===== src/hdl/sss_pkg.sv =====
// ----------------------------------------------------------------------------
// sss_pkg
// Shared types and constants for the sonar sweep speed sequencer.
// ----------------------------------------------------------------------------
package sss_pkg;

    // field widths
    localparam int unsigned TICK_W   = 16;
    localparam int unsigned INCH_W   = 8;
    localparam int unsigned SWEEP_W  = 7;
    localparam int unsigned COUNT_W  = 8;
    localparam int unsigned POWER_W  = 7;
    localparam int unsigned CODE_W   = 2;
    localparam int unsigned CFG_IDX_W = 2;
    localparam int unsigned CFG_DAT_W = 16;

    // event kinds
    localparam logic KIND_ECHO  = 1'b0;
    localparam logic KIND_TIMER = 1'b1;

    // motor actions
    localparam logic [CODE_W-1:0] ACT_NONE  = 2'd0;
    localparam logic [CODE_W-1:0] ACT_STOP  = 2'd1;
    localparam logic [CODE_W-1:0] ACT_DRIVE = 2'd2;

    // lamp codes
    localparam logic [CODE_W-1:0] LAMP_NONE  = 2'd0;
    localparam logic [CODE_W-1:0] LAMP_GREEN = 2'd1;
    localparam logic [CODE_W-1:0] LAMP_RED   = 2'd2;

    // register indexes
    localparam logic [CFG_IDX_W-1:0] CFG_ECHO_TIMEOUT = 2'd0;
    localparam logic [CFG_IDX_W-1:0] CFG_RETRIG_WAIT  = 2'd1;
    localparam logic [CFG_IDX_W-1:0] CFG_FAR_LIMIT    = 2'd2;
    localparam logic [CFG_IDX_W-1:0] CFG_SWEEP_LEN    = 2'd3;

    // register reset values
    localparam logic [TICK_W-1:0]  ECHO_TIMEOUT_RST = 16'd30000;
    localparam logic [TICK_W-1:0]  RETRIG_WAIT_RST  = 16'd36666;
    localparam logic [INCH_W-1:0]  FAR_LIMIT_RST    = 8'd24;
    localparam logic [SWEEP_W-1:0] SWEEP_LEN_RST    = 7'd120;

    // distance and power arithmetic
    localparam int unsigned TICKS_PER_INCH = 148;
    localparam int unsigned POWER_BASE     = 101;
    localparam int unsigned POWER_NUM      = 11;
    localparam int unsigned POWER_DEN      = 720;
    localparam int unsigned THR_W          = 17;
    localparam int unsigned SCALED_W       = 20;
    // ticks*11 at or above this gives a quotient of 101 or more
    localparam int unsigned POWER_LIMIT    = POWER_BASE * POWER_DEN;
    // divide by 720 as shift by 4, then multiply by reciprocal of 45
    localparam int unsigned DIV_SHIFT      = 4;
    localparam int unsigned RECIP_45       = 93207;
    localparam int unsigned RECIP_SHIFT    = 22;
    localparam int unsigned RECIP_W        = 17;
    localparam int unsigned PART_W         = 13;
    localparam int unsigned PROD_W         = PART_W + RECIP_W;
    localparam logic [THR_W-1:0] FAR_THR_RST =
        THR_W'((FAR_LIMIT_RST + 1) * TICKS_PER_INCH);

endpackage


===== src/hdl/sss_if.sv =====
// ----------------------------------------------------------------------------
// sss_if
// Handshake channels of the sonar sweep speed sequencer.
// ----------------------------------------------------------------------------

// event channel: echo edges and timer matches
interface sss_event_if
    import sss_pkg::*;
();
    logic              valid;
    logic              ready;
    logic              kind;
    logic [TICK_W-1:0] pulse_ticks;

    modport source (output valid, kind, pulse_ticks, input ready);
    modport sink   (input valid, kind, pulse_ticks, output ready);
endinterface

// result channel: timer, trigger, motor and lamp commands
interface sss_result_if
    import sss_pkg::*;
();
    logic               valid;
    logic               ready;
    logic [TICK_W-1:0]  timer_load;
    logic               trigger_pulse;
    logic [CODE_W-1:0]  motor_action;
    logic [POWER_W-1:0] motor_power;
    logic               motor_right;
    logic [CODE_W-1:0]  lamp;
    logic               done_res;

    modport source (output valid, timer_load, trigger_pulse, motor_action,
                    motor_power, motor_right, lamp, done_res, input ready);
    modport sink   (input valid, timer_load, trigger_pulse, motor_action,
                    motor_power, motor_right, lamp, done_res, output ready);
endinterface

// register write channel
interface sss_cfg_if
    import sss_pkg::*;
();
    logic                 valid;
    logic                 ready;
    logic [CFG_IDX_W-1:0] index;
    logic [CFG_DAT_W-1:0] data;

    modport source (output valid, index, data, input ready);
    modport sink   (input valid, index, data, output ready);
endinterface


===== src/hdl/sonar_sweep_speed_sequencer.sv =====
// ----------------------------------------------------------------------------
// sonar_sweep_speed_sequencer
// Ultrasonic ranger sequencer and motor speed controller. Each event word
// (echo edge or timer match) yields exactly one result word with the timer
// compare value to load, trigger request, motor command, lamp and done flag.
// The block takes one event word per clock while the result register is empty
// or being read. A word passes through the input register (where ticks*11
// is formed), then through the decision logic and the single 13x17
// reciprocal multiply into the result register. The result register frees
// itself as it is read, so a new word is taken while a finished one still
// waits. Register writes are taken at any time and apply to words that
// reach the decision stage afterwards.
// ----------------------------------------------------------------------------
module sonar_sweep_speed_sequencer
    import sss_pkg::*;
(
    input  logic          clk,
    input  logic          rst_n,
    sss_event_if.sink     events,
    sss_result_if.source  results,
    sss_cfg_if.sink       cfg
);

    // configuration registers
    logic [TICK_W-1:0]  echo_timeout_reg;
    logic [TICK_W-1:0]  retrig_wait_reg;
    logic [THR_W-1:0]   far_thr_reg;
    logic [SWEEP_W-1:0] sweep_len_reg;

    // sequencer state
    logic               pending_reg, pending_next;
    logic               armed_reg, armed_next;
    logic [COUNT_W-1:0] count_reg, count_next;
    logic               right_reg, right_next;
    logic               finished_reg, finished_next;

    // input register
    logic                s1_valid_reg;
    logic                s1_kind_reg;
    logic [TICK_W-1:0]   s1_ticks_reg;
    logic [SCALED_W-1:0] s1_scaled_reg;

    // result register
    logic               out_valid_reg, out_valid_next;
    logic [TICK_W-1:0]  load_reg, load_next;
    logic               trig_reg, trig_next;
    logic [CODE_W-1:0]  action_reg, action_next;
    logic [POWER_W-1:0] power_reg, power_next;
    logic [CODE_W-1:0]  lamp_reg, lamp_next;

    logic s1_take;
    logic s2_take;

    // datapath
    logic               beyond_far;
    logic               near_range;
    logic [TICK_W-1:0]  scaled_div16;
    logic [PROD_W-1:0]  quot_prod;
    logic [POWER_W-1:0] quot;
    logic [POWER_W-1:0] drive_power;
    logic               pend_mid;
    logic               armed_mid;
    logic [COUNT_W-1:0] count_mid;
    logic [COUNT_W-1:0] count_sat;

    // handshakes
    assign s2_take      = s1_valid_reg && (!out_valid_reg || results.ready);
    assign events.ready = !s1_valid_reg || s2_take;
    assign s1_take      = events.valid && events.ready;
    assign cfg.ready    = 1'b1;

    // register writes; far limit kept as a tick threshold
    always_ff @(posedge clk or negedge rst_n)
    begin
        if (!rst_n)
        begin
            echo_timeout_reg <= ECHO_TIMEOUT_RST;
            retrig_wait_reg  <= RETRIG_WAIT_RST;
            far_thr_reg      <= FAR_THR_RST;
            sweep_len_reg    <= SWEEP_LEN_RST;
        end
        else if (cfg.valid)
        begin
            unique case (cfg.index)
                CFG_ECHO_TIMEOUT: echo_timeout_reg <= cfg.data;
                CFG_RETRIG_WAIT:  retrig_wait_reg  <= cfg.data;
                CFG_FAR_LIMIT:    far_thr_reg <=
                    THR_W'((THR_W'(cfg.data[INCH_W-1:0]) + THR_W'(1))
                           * THR_W'(TICKS_PER_INCH));
                CFG_SWEEP_LEN:    sweep_len_reg <= cfg.data[SWEEP_W-1:0];
                default:          echo_timeout_reg <= echo_timeout_reg;
            endcase
        end
    end

    // input register control
    always_ff @(posedge clk or negedge rst_n)
    begin
        if (!rst_n)
            s1_valid_reg <= 1'b0;
        else if (events.ready)
            s1_valid_reg <= events.valid;
    end

    // input register payload with ticks*11
    always_ff @(posedge clk)
    begin
        if (s1_take)
        begin
            s1_kind_reg   <= events.kind;
            s1_ticks_reg  <= events.pulse_ticks;
            s1_scaled_reg <= SCALED_W'(events.pulse_ticks) * SCALED_W'(POWER_NUM);
        end
    end

    // distance test: ticks/148 > limit  <=>  ticks >= (limit+1)*148
    assign beyond_far = THR_W'(s1_ticks_reg) >= far_thr_reg;

    // power: 101 - ticks*11/720, zero once the quotient reaches 101
    assign near_range   = s1_scaled_reg < SCALED_W'(POWER_LIMIT);
    assign scaled_div16 = s1_scaled_reg[SCALED_W-1:DIV_SHIFT];
    assign quot_prod    = PROD_W'(scaled_div16[PART_W-1:0]) * PROD_W'(RECIP_45);
    assign quot         = quot_prod[RECIP_SHIFT+POWER_W-1:RECIP_SHIFT];
    assign drive_power  = near_range ? (POWER_W'(POWER_BASE) - quot) : '0;

    // saturating measurement count
    assign count_sat = (count_reg == '1) ? count_reg : count_reg + COUNT_W'(1);

    // sequencer decision
    always_comb
    begin
        pending_next  = pending_reg;
        armed_next    = armed_reg;
        count_next    = count_reg;
        right_next    = right_reg;
        finished_next = finished_reg;
        load_next     = '0;
        trig_next     = 1'b0;
        action_next   = ACT_NONE;
        power_next    = '0;
        lamp_next     = LAMP_NONE;
        pend_mid      = pending_reg;
        armed_mid     = armed_reg;
        count_mid     = count_reg;

        if (s1_kind_reg == KIND_ECHO)
        begin
            if (!pending_reg)
            begin
                pending_next = 1'b1;
                load_next    = echo_timeout_reg;
            end
            else
            begin
                if (beyond_far)
                begin
                    action_next = ACT_STOP;
                    lamp_next   = LAMP_GREEN;
                end
                else
                begin
                    action_next = ACT_DRIVE;
                    power_next  = drive_power;
                    lamp_next   = LAMP_RED;
                end
                count_next   = count_sat;
                pending_next = 1'b0;
                armed_next   = 1'b0;
            end
        end
        else
        begin
            // timeout while an echo is outstanding
            if (pending_reg)
            begin
                lamp_next   = LAMP_GREEN;
                action_next = ACT_STOP;
                count_mid   = count_sat;
                pend_mid    = 1'b0;
                armed_mid   = 1'b0;
            end
            pending_next = pend_mid;
            count_next   = count_mid;
            armed_next   = armed_mid;

            // retrigger wait, then trigger along the sweep
            priority if (!armed_mid)
            begin
                load_next  = retrig_wait_reg;
                armed_next = 1'b1;
            end
            else if (count_mid < COUNT_W'(sweep_len_reg))
            begin
                right_next = 1'b1;
                trig_next  = 1'b1;
            end
            else if (count_mid < {sweep_len_reg, 1'b0})
            begin
                right_next = 1'b0;
                trig_next  = 1'b1;
            end
            else
            begin
                finished_next = 1'b1;
            end
        end
    end

    // result valid
    always_comb
    begin
        priority if (s2_take)
            out_valid_next = 1'b1;
        else if (results.ready)
            out_valid_next = 1'b0;
        else
            out_valid_next = out_valid_reg;
    end

    // state and result control
    always_ff @(posedge clk or negedge rst_n)
    begin
        if (!rst_n)
        begin
            out_valid_reg <= 1'b0;
            pending_reg   <= 1'b0;
            armed_reg     <= 1'b0;
            count_reg     <= '0;
            right_reg     <= 1'b0;
            finished_reg  <= 1'b0;
        end
        else
        begin
            out_valid_reg <= out_valid_next;
            if (s2_take)
            begin
                pending_reg  <= pending_next;
                armed_reg    <= armed_next;
                count_reg    <= count_next;
                right_reg    <= right_next;
                finished_reg <= finished_next;
            end
        end
    end

    // result payload
    always_ff @(posedge clk)
    begin
        if (s2_take)
        begin
            load_reg   <= load_next;
            trig_reg   <= trig_next;
            action_reg <= action_next;
            power_reg  <= power_next;
            lamp_reg   <= lamp_next;
        end
    end

    // result word; direction and done follow the committed state
    assign results.valid         = out_valid_reg;
    assign results.timer_load    = load_reg;
    assign results.trigger_pulse = trig_reg;
    assign results.motor_action  = action_reg;
    assign results.motor_power   = power_reg;
    assign results.motor_right   = right_reg;
    assign results.lamp          = lamp_reg;
    assign results.done_res      = finished_reg;

`ifndef SYNTH
    // done never clears once set
    a_finished_sticky: assert property (@(posedge clk) disable iff (!rst_n)
        finished_reg |=> finished_reg)
        else $error("finished flag cleared");

    // power only accompanies a drive command
    a_power_drive: assert property (@(posedge clk) disable iff (!rst_n)
        (out_valid_reg && action_reg != ACT_DRIVE) |-> power_reg == '0)
        else $error("motor power without drive");

    // a trigger word never also restarts the timer
    a_trig_no_load: assert property (@(posedge clk) disable iff (!rst_n)
        (out_valid_reg && trig_reg) |-> load_reg == '0)
        else $error("trigger with timer load");

    // stop shows green, drive shows red
    a_lamp_match: assert property (@(posedge clk) disable iff (!rst_n)
        out_valid_reg |-> ((action_reg == ACT_STOP && lamp_reg == LAMP_GREEN)
                        || (action_reg == ACT_DRIVE && lamp_reg == LAMP_RED)
                        || (action_reg == ACT_NONE && lamp_reg == LAMP_NONE)))
        else $error("lamp does not match motor action");
`endif

endmodule

===== src/flat_wrapper.sv =====
// flat-port wrapper written by rule: the top's interface ports become plain ports
module sonar_sweep_speed_sequencer_flat import sss_pkg::*;
  (clk, rst_n, events_valid, events_kind, events_pulse_ticks, events_ready, results_valid, results_timer_load, results_trigger_pulse, results_motor_action, results_motor_power, results_motor_right, results_lamp, results_done_res, results_ready, cfg_valid, cfg_index, cfg_data, cfg_ready);
  sss_event_if events_i ();
  sss_result_if results_i ();
  sss_cfg_if cfg_i ();
  input  logic clk;
  input  logic rst_n;
  input wire logic [$bits(events_i.valid)-1:0] events_valid;
  input wire logic [$bits(events_i.kind)-1:0] events_kind;
  input wire logic [$bits(events_i.pulse_ticks)-1:0] events_pulse_ticks;
  output wire logic [$bits(events_i.ready)-1:0] events_ready;
  output wire logic [$bits(results_i.valid)-1:0] results_valid;
  output wire logic [$bits(results_i.timer_load)-1:0] results_timer_load;
  output wire logic [$bits(results_i.trigger_pulse)-1:0] results_trigger_pulse;
  output wire logic [$bits(results_i.motor_action)-1:0] results_motor_action;
  output wire logic [$bits(results_i.motor_power)-1:0] results_motor_power;
  output wire logic [$bits(results_i.motor_right)-1:0] results_motor_right;
  output wire logic [$bits(results_i.lamp)-1:0] results_lamp;
  output wire logic [$bits(results_i.done_res)-1:0] results_done_res;
  input wire logic [$bits(results_i.ready)-1:0] results_ready;
  input wire logic [$bits(cfg_i.valid)-1:0] cfg_valid;
  input wire logic [$bits(cfg_i.index)-1:0] cfg_index;
  input wire logic [$bits(cfg_i.data)-1:0] cfg_data;
  output wire logic [$bits(cfg_i.ready)-1:0] cfg_ready;
  assign events_i.valid = events_valid;
  assign events_i.kind = events_kind;
  assign events_i.pulse_ticks = events_pulse_ticks;
  assign events_ready = events_i.ready;
  assign results_valid = results_i.valid;
  assign results_timer_load = results_i.timer_load;
  assign results_trigger_pulse = results_i.trigger_pulse;
  assign results_motor_action = results_i.motor_action;
  assign results_motor_power = results_i.motor_power;
  assign results_motor_right = results_i.motor_right;
  assign results_lamp = results_i.lamp;
  assign results_done_res = results_i.done_res;
  assign results_i.ready = results_ready;
  assign cfg_i.valid = cfg_valid;
  assign cfg_i.index = cfg_index;
  assign cfg_i.data = cfg_data;
  assign cfg_ready = cfg_i.ready;
  sonar_sweep_speed_sequencer u_core (.clk(clk), .rst_n(rst_n), .events(events_i), .results(results_i), .cfg(cfg_i));
endmodule

===== config.mk =====
export PLATFORM = sky130hd
export DESIGN_NAME = sonar_sweep_speed_sequencer_flat
export DESIGN_NICKNAME = d
export VERILOG_FILES = /design/src/hdl/sss_pkg.sv /design/src/hdl/sss_if.sv /design/src/hdl/sonar_sweep_speed_sequencer.sv /design/src/flat_wrapper.sv
export SDC_FILE = /design/constraint.sdc
export NUM_CORES = 1
export LEC_CHECK = 0
export BUFFER_PORTS_ARGS = -buffer_cell sky130_fd_sc_hd__buf_2
export CAP_MARGIN = 40
export CORE_ASPECT_RATIO = 0.9
export CORE_UTILIZATION = 60
export CTS_CLUSTER_DIAMETER = 30
export DETAILED_ROUTE_END_ITERATION = 10
export PLACE_DENSITY = 0.82
export SYNTH_ARGS = -nofsm -noshare
export SYNTH_HDL_FRONTEND = slang
export SYNTH_SLANG_ARGS = --single-unit

===== constraint.sdc =====
create_clock -name clk -period 6.9 [get_ports clk]
set_input_delay 1.035 -clock clk [delete_from_list [all_inputs] [get_ports clk]]
set_output_delay 1.035 -clock clk [all_outputs]
set_load 0.02 [all_outputs]

* Yosys cells after proc, flatten, opt, wreduce, memory -nomap -nowiden *
Index checks and enable logic that the tools add are counted.

storage, ports and cells
  logic and storage cells = 75
  output and inout port bits = 33
  register bits = 131

operators by class
  multiply operators = 3
  multiplexer cells = 22
  $add $sub $neg = 3
  order comparisons = 4
  eq/ne operators = 4
  reduce and logical (&&, ||, !) cells = 17
  bitwise logic cells = 4

operator list
  cell                      count
  $mux W16                  3
  $mux W8                   4
  $mul A13 B17 Y29 const B  1
  $lt A20 B17 Y1 const B    1
  $mul A16 B4 Y20 const B   1
  $ge A16 B17 Y1            1
  $mul A17 B6 Y15 const B   1
  $mux W1                   12
  $reduce_and A2 Y1         5
  $add A8 B1 Y9 const B     1
  $add A8 B1 Y8 const B     1
  $eq A8 B8 Y1 const B      1
  $lt A8 B7 Y1              1
  $lt A8 B8 Y1              1
  $sub A7 B7 Y7 const A     1
  $mux W2                   3
  $reduce_and A5 Y1         1
  $eq A2 B2 Y1 const B      2
  $not A1 Y1                4
  $reduce_and A4 Y1         1
  $reduce_bool A2 Y1        2
  $reduce_or A4 Y1          1
  $eq A2 B1 Y1 const B      1
  $logic_and A1 B1 Y1       2
  3 further kinds           5

* Longest topological paths before layout *
  depth in word-level cells = 7
  mapped depth = 22
  mapped depth without buffers = 22

* Worst setup path after synthesis *
OpenSTA, ideal clock, no wires.

  path type = register to register
  start = register u_core.s1_scaled_reg[14]
  end = register u_core.power_reg[5], in the netlist u_core.results.motor_power[5] (data pin)
  setup time = 0.257 ns
  required time = 6.643 ns
  cell stages (with the launch flop) = 22
  period minus slack after synthesis = 5.609 ns
  path slack = 1.291 ns
  arrival time = 5.353 ns
  cell sequence = edfxtp_1 fa_1 inv_1 fa_1 inv_1 fa_1 inv_1 fa_1 fa_1 inv_1 ha_1 a21oi_1 o21ai_0 a221oi_1 o211ai_4 xor2_2 ha_1 a2111oi_0 o21ai_0 nand3_1 xor2_1 nor2_1

between the ends
  longest elaborated chain between the ends = 3
  elaborated cells between the ends (all ways) = 5
  classes of those cells = 1 x add/sub; 1 x mul; 1 x order compare; 1 x bitwise; 1 x reduce/logical

RTL lines
  what                                                                      RTL line                            RTL
  start: declaration                                                        sonar_sweep_speed_sequencer.sv:41   logic [SCALED_W-1:0] s1_scaled_reg;
  start signal: assignment                                                  sonar_sweep_speed_sequencer.sv:112  s1_scaled_reg <= SCALED_W'(events.pulse_ticks) * SCALED_W'(POWER_NUM);
  parallel branches: the longest is 3 deep, another holds $mul A13 B17 Y29  -
  end signal: assignment                                                    sonar_sweep_speed_sequencer.sv:254  power_reg <= power_next;
  end: declaration                                                          sonar_sweep_speed_sequencer.sv:48   logic [POWER_W-1:0] power_reg, power_next;

Parallel ways; which one is timed is not known.
A chain may end at the register's enable or synchronous reset.

* Worst setup path in the final report *
Ends and elaborated chain as after synthesis.

==> impl_metrics.tcl <==
set metrics [dict create \
    outcome "complete, no violations" \
    drtAntennaViolNets 0 \
    timing.fmax_ghz 0.166 \
    postCtsSetupRepairBufs 0 \
    syn_area_um2 11300 \
    post-route-period-util_pct 87.5 \
    setup_viol 0 \
    synth_edf_count 59 \
    worstSetupPathType "reg2reg" \
    rrSetupSlack_ps 860 \
    fp.dieH_um 132 \
    port_buffers 71 \
    synth_nets 1375 \
    yosysWarnings 0 \
    critPathMaxFanout 6 \
    multi_input_area_um2 6720 \
    start_util_pct 61.2 \
    gp_congestion 0.894 \
    yosys.area.top_type_share_pct 21.3 \
    start_kind "register" \
    synth_area_leader_cell "ha_1" \
    dr.pass1.iters 5 \
    grt_pass1_wl_um 37800 \
    drt_iter0_markers 434 \
    vias_per_cell 5.51 \
    wl_per_cell_um 16.2 \
    n_fill_cell 1285 \
    hold_end "u_core.results.done_res" \
    syn-instance-count 1066 \
    async_flop_share_pct 53.5 \
    clkTransAtPathRegs_ps 60 \
    holdBufCountCts 0 \
    grt_overflow 0 \
    grt_pass1_vias 7901 \
    grt_setup_unrepaired "false" \
    r2r-end "u_core.results.motor_power[5]" \
    max-slew-margin-rel_pct 37.8 \
    cts_inserted_buffers 17 \
    seq_area_frac_synth_pct 31.2 \
    synth_area_leaders "ha_1 21%, edfxtp_1 16%, fa_1 14%" \
    syn_avg_cell_area_um2 10.6 \
    worstHoldPathCells 1 \
    grt_max_degree 56 \
    critPathCaptureType "register" \
    vias 7750 \
    insertedDiodeCount 0 \
    dp_hpwl_um 17600 \
    wirelength_um 22800 \
    finClkSkew_ps 11.1 \
    gr-usage-all-layers_pct 24.8 \
    synthFlopType "edfxtp_1" \
    rr_startpoint "u_core.s1_scaled_reg[14]" \
    ys_types 71 \
    tns_ps 0 \
    hold_viol_final 0 \
    finalCriticalPeriod_ps 6040 \
    cts_buffer_depth 2 \
    hold_path.class "reg2reg" \
    largest_reg_flops 17 \
    syn_to_final_growth_pct 11.1 \
    min_from "u_core.results.done_res" \
    dieWidth_um 146 \
    final-seq-area_um2 3510 \
    cp.required_ps 7070 \
    cap_violations 0 \
    cts_root_buffer "clkbuf_16" \
    h-tree-depth 4 \
    tightest_slew_ps 931 \
    finalNetCount 1458 \
    insertion_delay_ps 420 \
    worst-r2r-cell-count 21 \
    drive_above_1_share_pct 17.3 \
    die-area_um2 19300 \
    slew_viol_final 0 \
    ys_ff_latch 127 \
    arrival_ps 6200 \
    clock-sinks 127 \
    drc 0 \
    antenna_found_initial 0 \
    cts_resized 0 \
    rows 47 \
    pin_count 73 \
    core_um2 18400 \
    cts_tree "yes" \
]
Yosys cell counts, types with 2 or more instances:
library cell  count
a2111oi_0         2
a211oi_1          5
a21boi_0          3
a21o_1           12
a21oi_1          31
a22o_1           16
a31oi_1           4
a32oi_1           2
and2_1            2
and3_1            5
buf_4             3
clkbuf_1          9
clkbuf_8          2
dfrtp_1          41
dfstp_2          27
edfxtp_1         59
fa_1             77
ha_1            192
inv_1           250
mux2_2           45
mux2i_1           3
nand2_1          52
nand2b_1          8
nand3_1          25
nand3b_1          4
nand4_1           5
nor2_1           33
nor2b_1           5
nor3_1            9
nor4_1            2
o211ai_1          7
o21a_1            8
o21ai_0          32
o21bai_1          7
o31ai_1           3
or2_2             3
or2b_1            2
or3_1             3
xnor2_1          23
xor2_1           14
layout by cell type, fill, tap and decap left out, types with 4 or more instances in the layout:
cell       count
nand2_1       52
nand2b_1       8
a211oi_1       5
mux2_2        45
inv_1        250
a21oi_1       31
clkinv_4       4
xor2_1        14
edfxtp_1      59
ha_1         192
o21ai_0       32
nand4_1        5
buf_4          6
a21o_1        12
inv_6          4
buf_2         71
nand3b_1       4
nor2_1        33
o211ai_1       7
a31oi_1        4
fa_1          77
nand3_1       25
clkbuf_16     17
a22o_1        16
nor3_1         9
dfrtp_1       41
o21a_1         8
and3_1         5
dfstp_2       27
nor2b_1        5
xnor2_1       23
o21bai_1       7
cell type report:
type,count,area share (%)
Timing Repair Buffer,79,3.54
Clock buffer,18,3.51
Inverter,250,7.50
Sequential cell,127,28.0
Multi-Input combinational cell,674,53.7
Clock inverter,14,1.23
Tap cell,245,2.45
how the worst max path moves through the flow:
stage	slack, ps	to	cells past startpoint	startpoint
after floorplan	1290	u_core.results.motor_power[5]	21	u_core.s1_scaled_reg[14]
after global placement	1070	u_core.results.motor_power[5]	21	u_core.s1_scaled_reg[14]
after detailed placement	900	u_core.results.motor_power[5]	21	u_core.s1_scaled_reg[14]
after CTS	900	u_core.results.motor_power[5]	21	u_core.s1_scaled_reg[14]
after global routing	670	u_core.results.motor_power[5]	21	u_core.s1_scaled_reg[14]
final	860	u_core.results.motor_power[5]	21	u_core.s1_scaled_reg[14]
critical path, cell delays in order, from the launching register on:
cell       delay (ps)
edfxtp_1          500
fa_1              560
inv_1              50
fa_1              470
inv_1              50
fa_1              500
inv_1              60
fa_1              440
fa_1              520
inv_1              50
ha_1              320
a21oi_1           170
o21ai_0           100
a221oi_1          470
o211ai_4          190
xor2_2            190
ha_1              280
a2111oi_0         430
o21ai_0           140
nand3_1           110
xor2_1            140
nor2_1             50
routing by layer:
| layer | up-vias | routed length, um | GRT usage [%] |
|---|---|---|---|
| li1 | 3728 | - | - |
| met1 | 3791 | 10500 | 34.4 |
| met2 | 196 | 10700 | 39.7 |
| met3 | 35 | 1250 | 4.78 |
| met4 | 0 | 354 | 7.35 |
| met5 | - | 0 | 0 |
kinds of logic (layout without fill, tap and decap cells):
group / Yosys count / after routing / synth area share, %
buf+inv: 265 / 361 / 9.18
fa+ha+maj: 269 / 269 / 35.0
compound gates: 152 / 152 / 9.58
xor+xnor: 38 / 38 / 3.02
flops: 127 / 127 / 31.2
simple gates: 166 / 166 / 7.24
mux: 48 / 48 / 4.77
other cells: 1 / 1 / 0.0333
per-stage QoR:
| step | util (%) | instances | instance area [um2] | setup slack, ps | hold slack, ps |
|---|---|---|---|---|---|
| after floorplan | - | 1066 | 11300 | 1290 | 450 |
| after global placement | 64.5 | 1373 | 11900 | 1070 | 459 |
| after detailed placement | 64.7 | 1375 | 11900 | 905 | 460 |
| after CTS | 68.0 | 1407 | 12500 | 896 | 476 |
| after global routing | 68.0 | 1407 | 12500 | 666 | 494 |
| final | 68.0 | 1407 | 12500 | 863 | 471 |
Power is left out: the tool's default activity adds up to more than one toggle a clock period on the data nets, which glitch-free logic cannot reach.
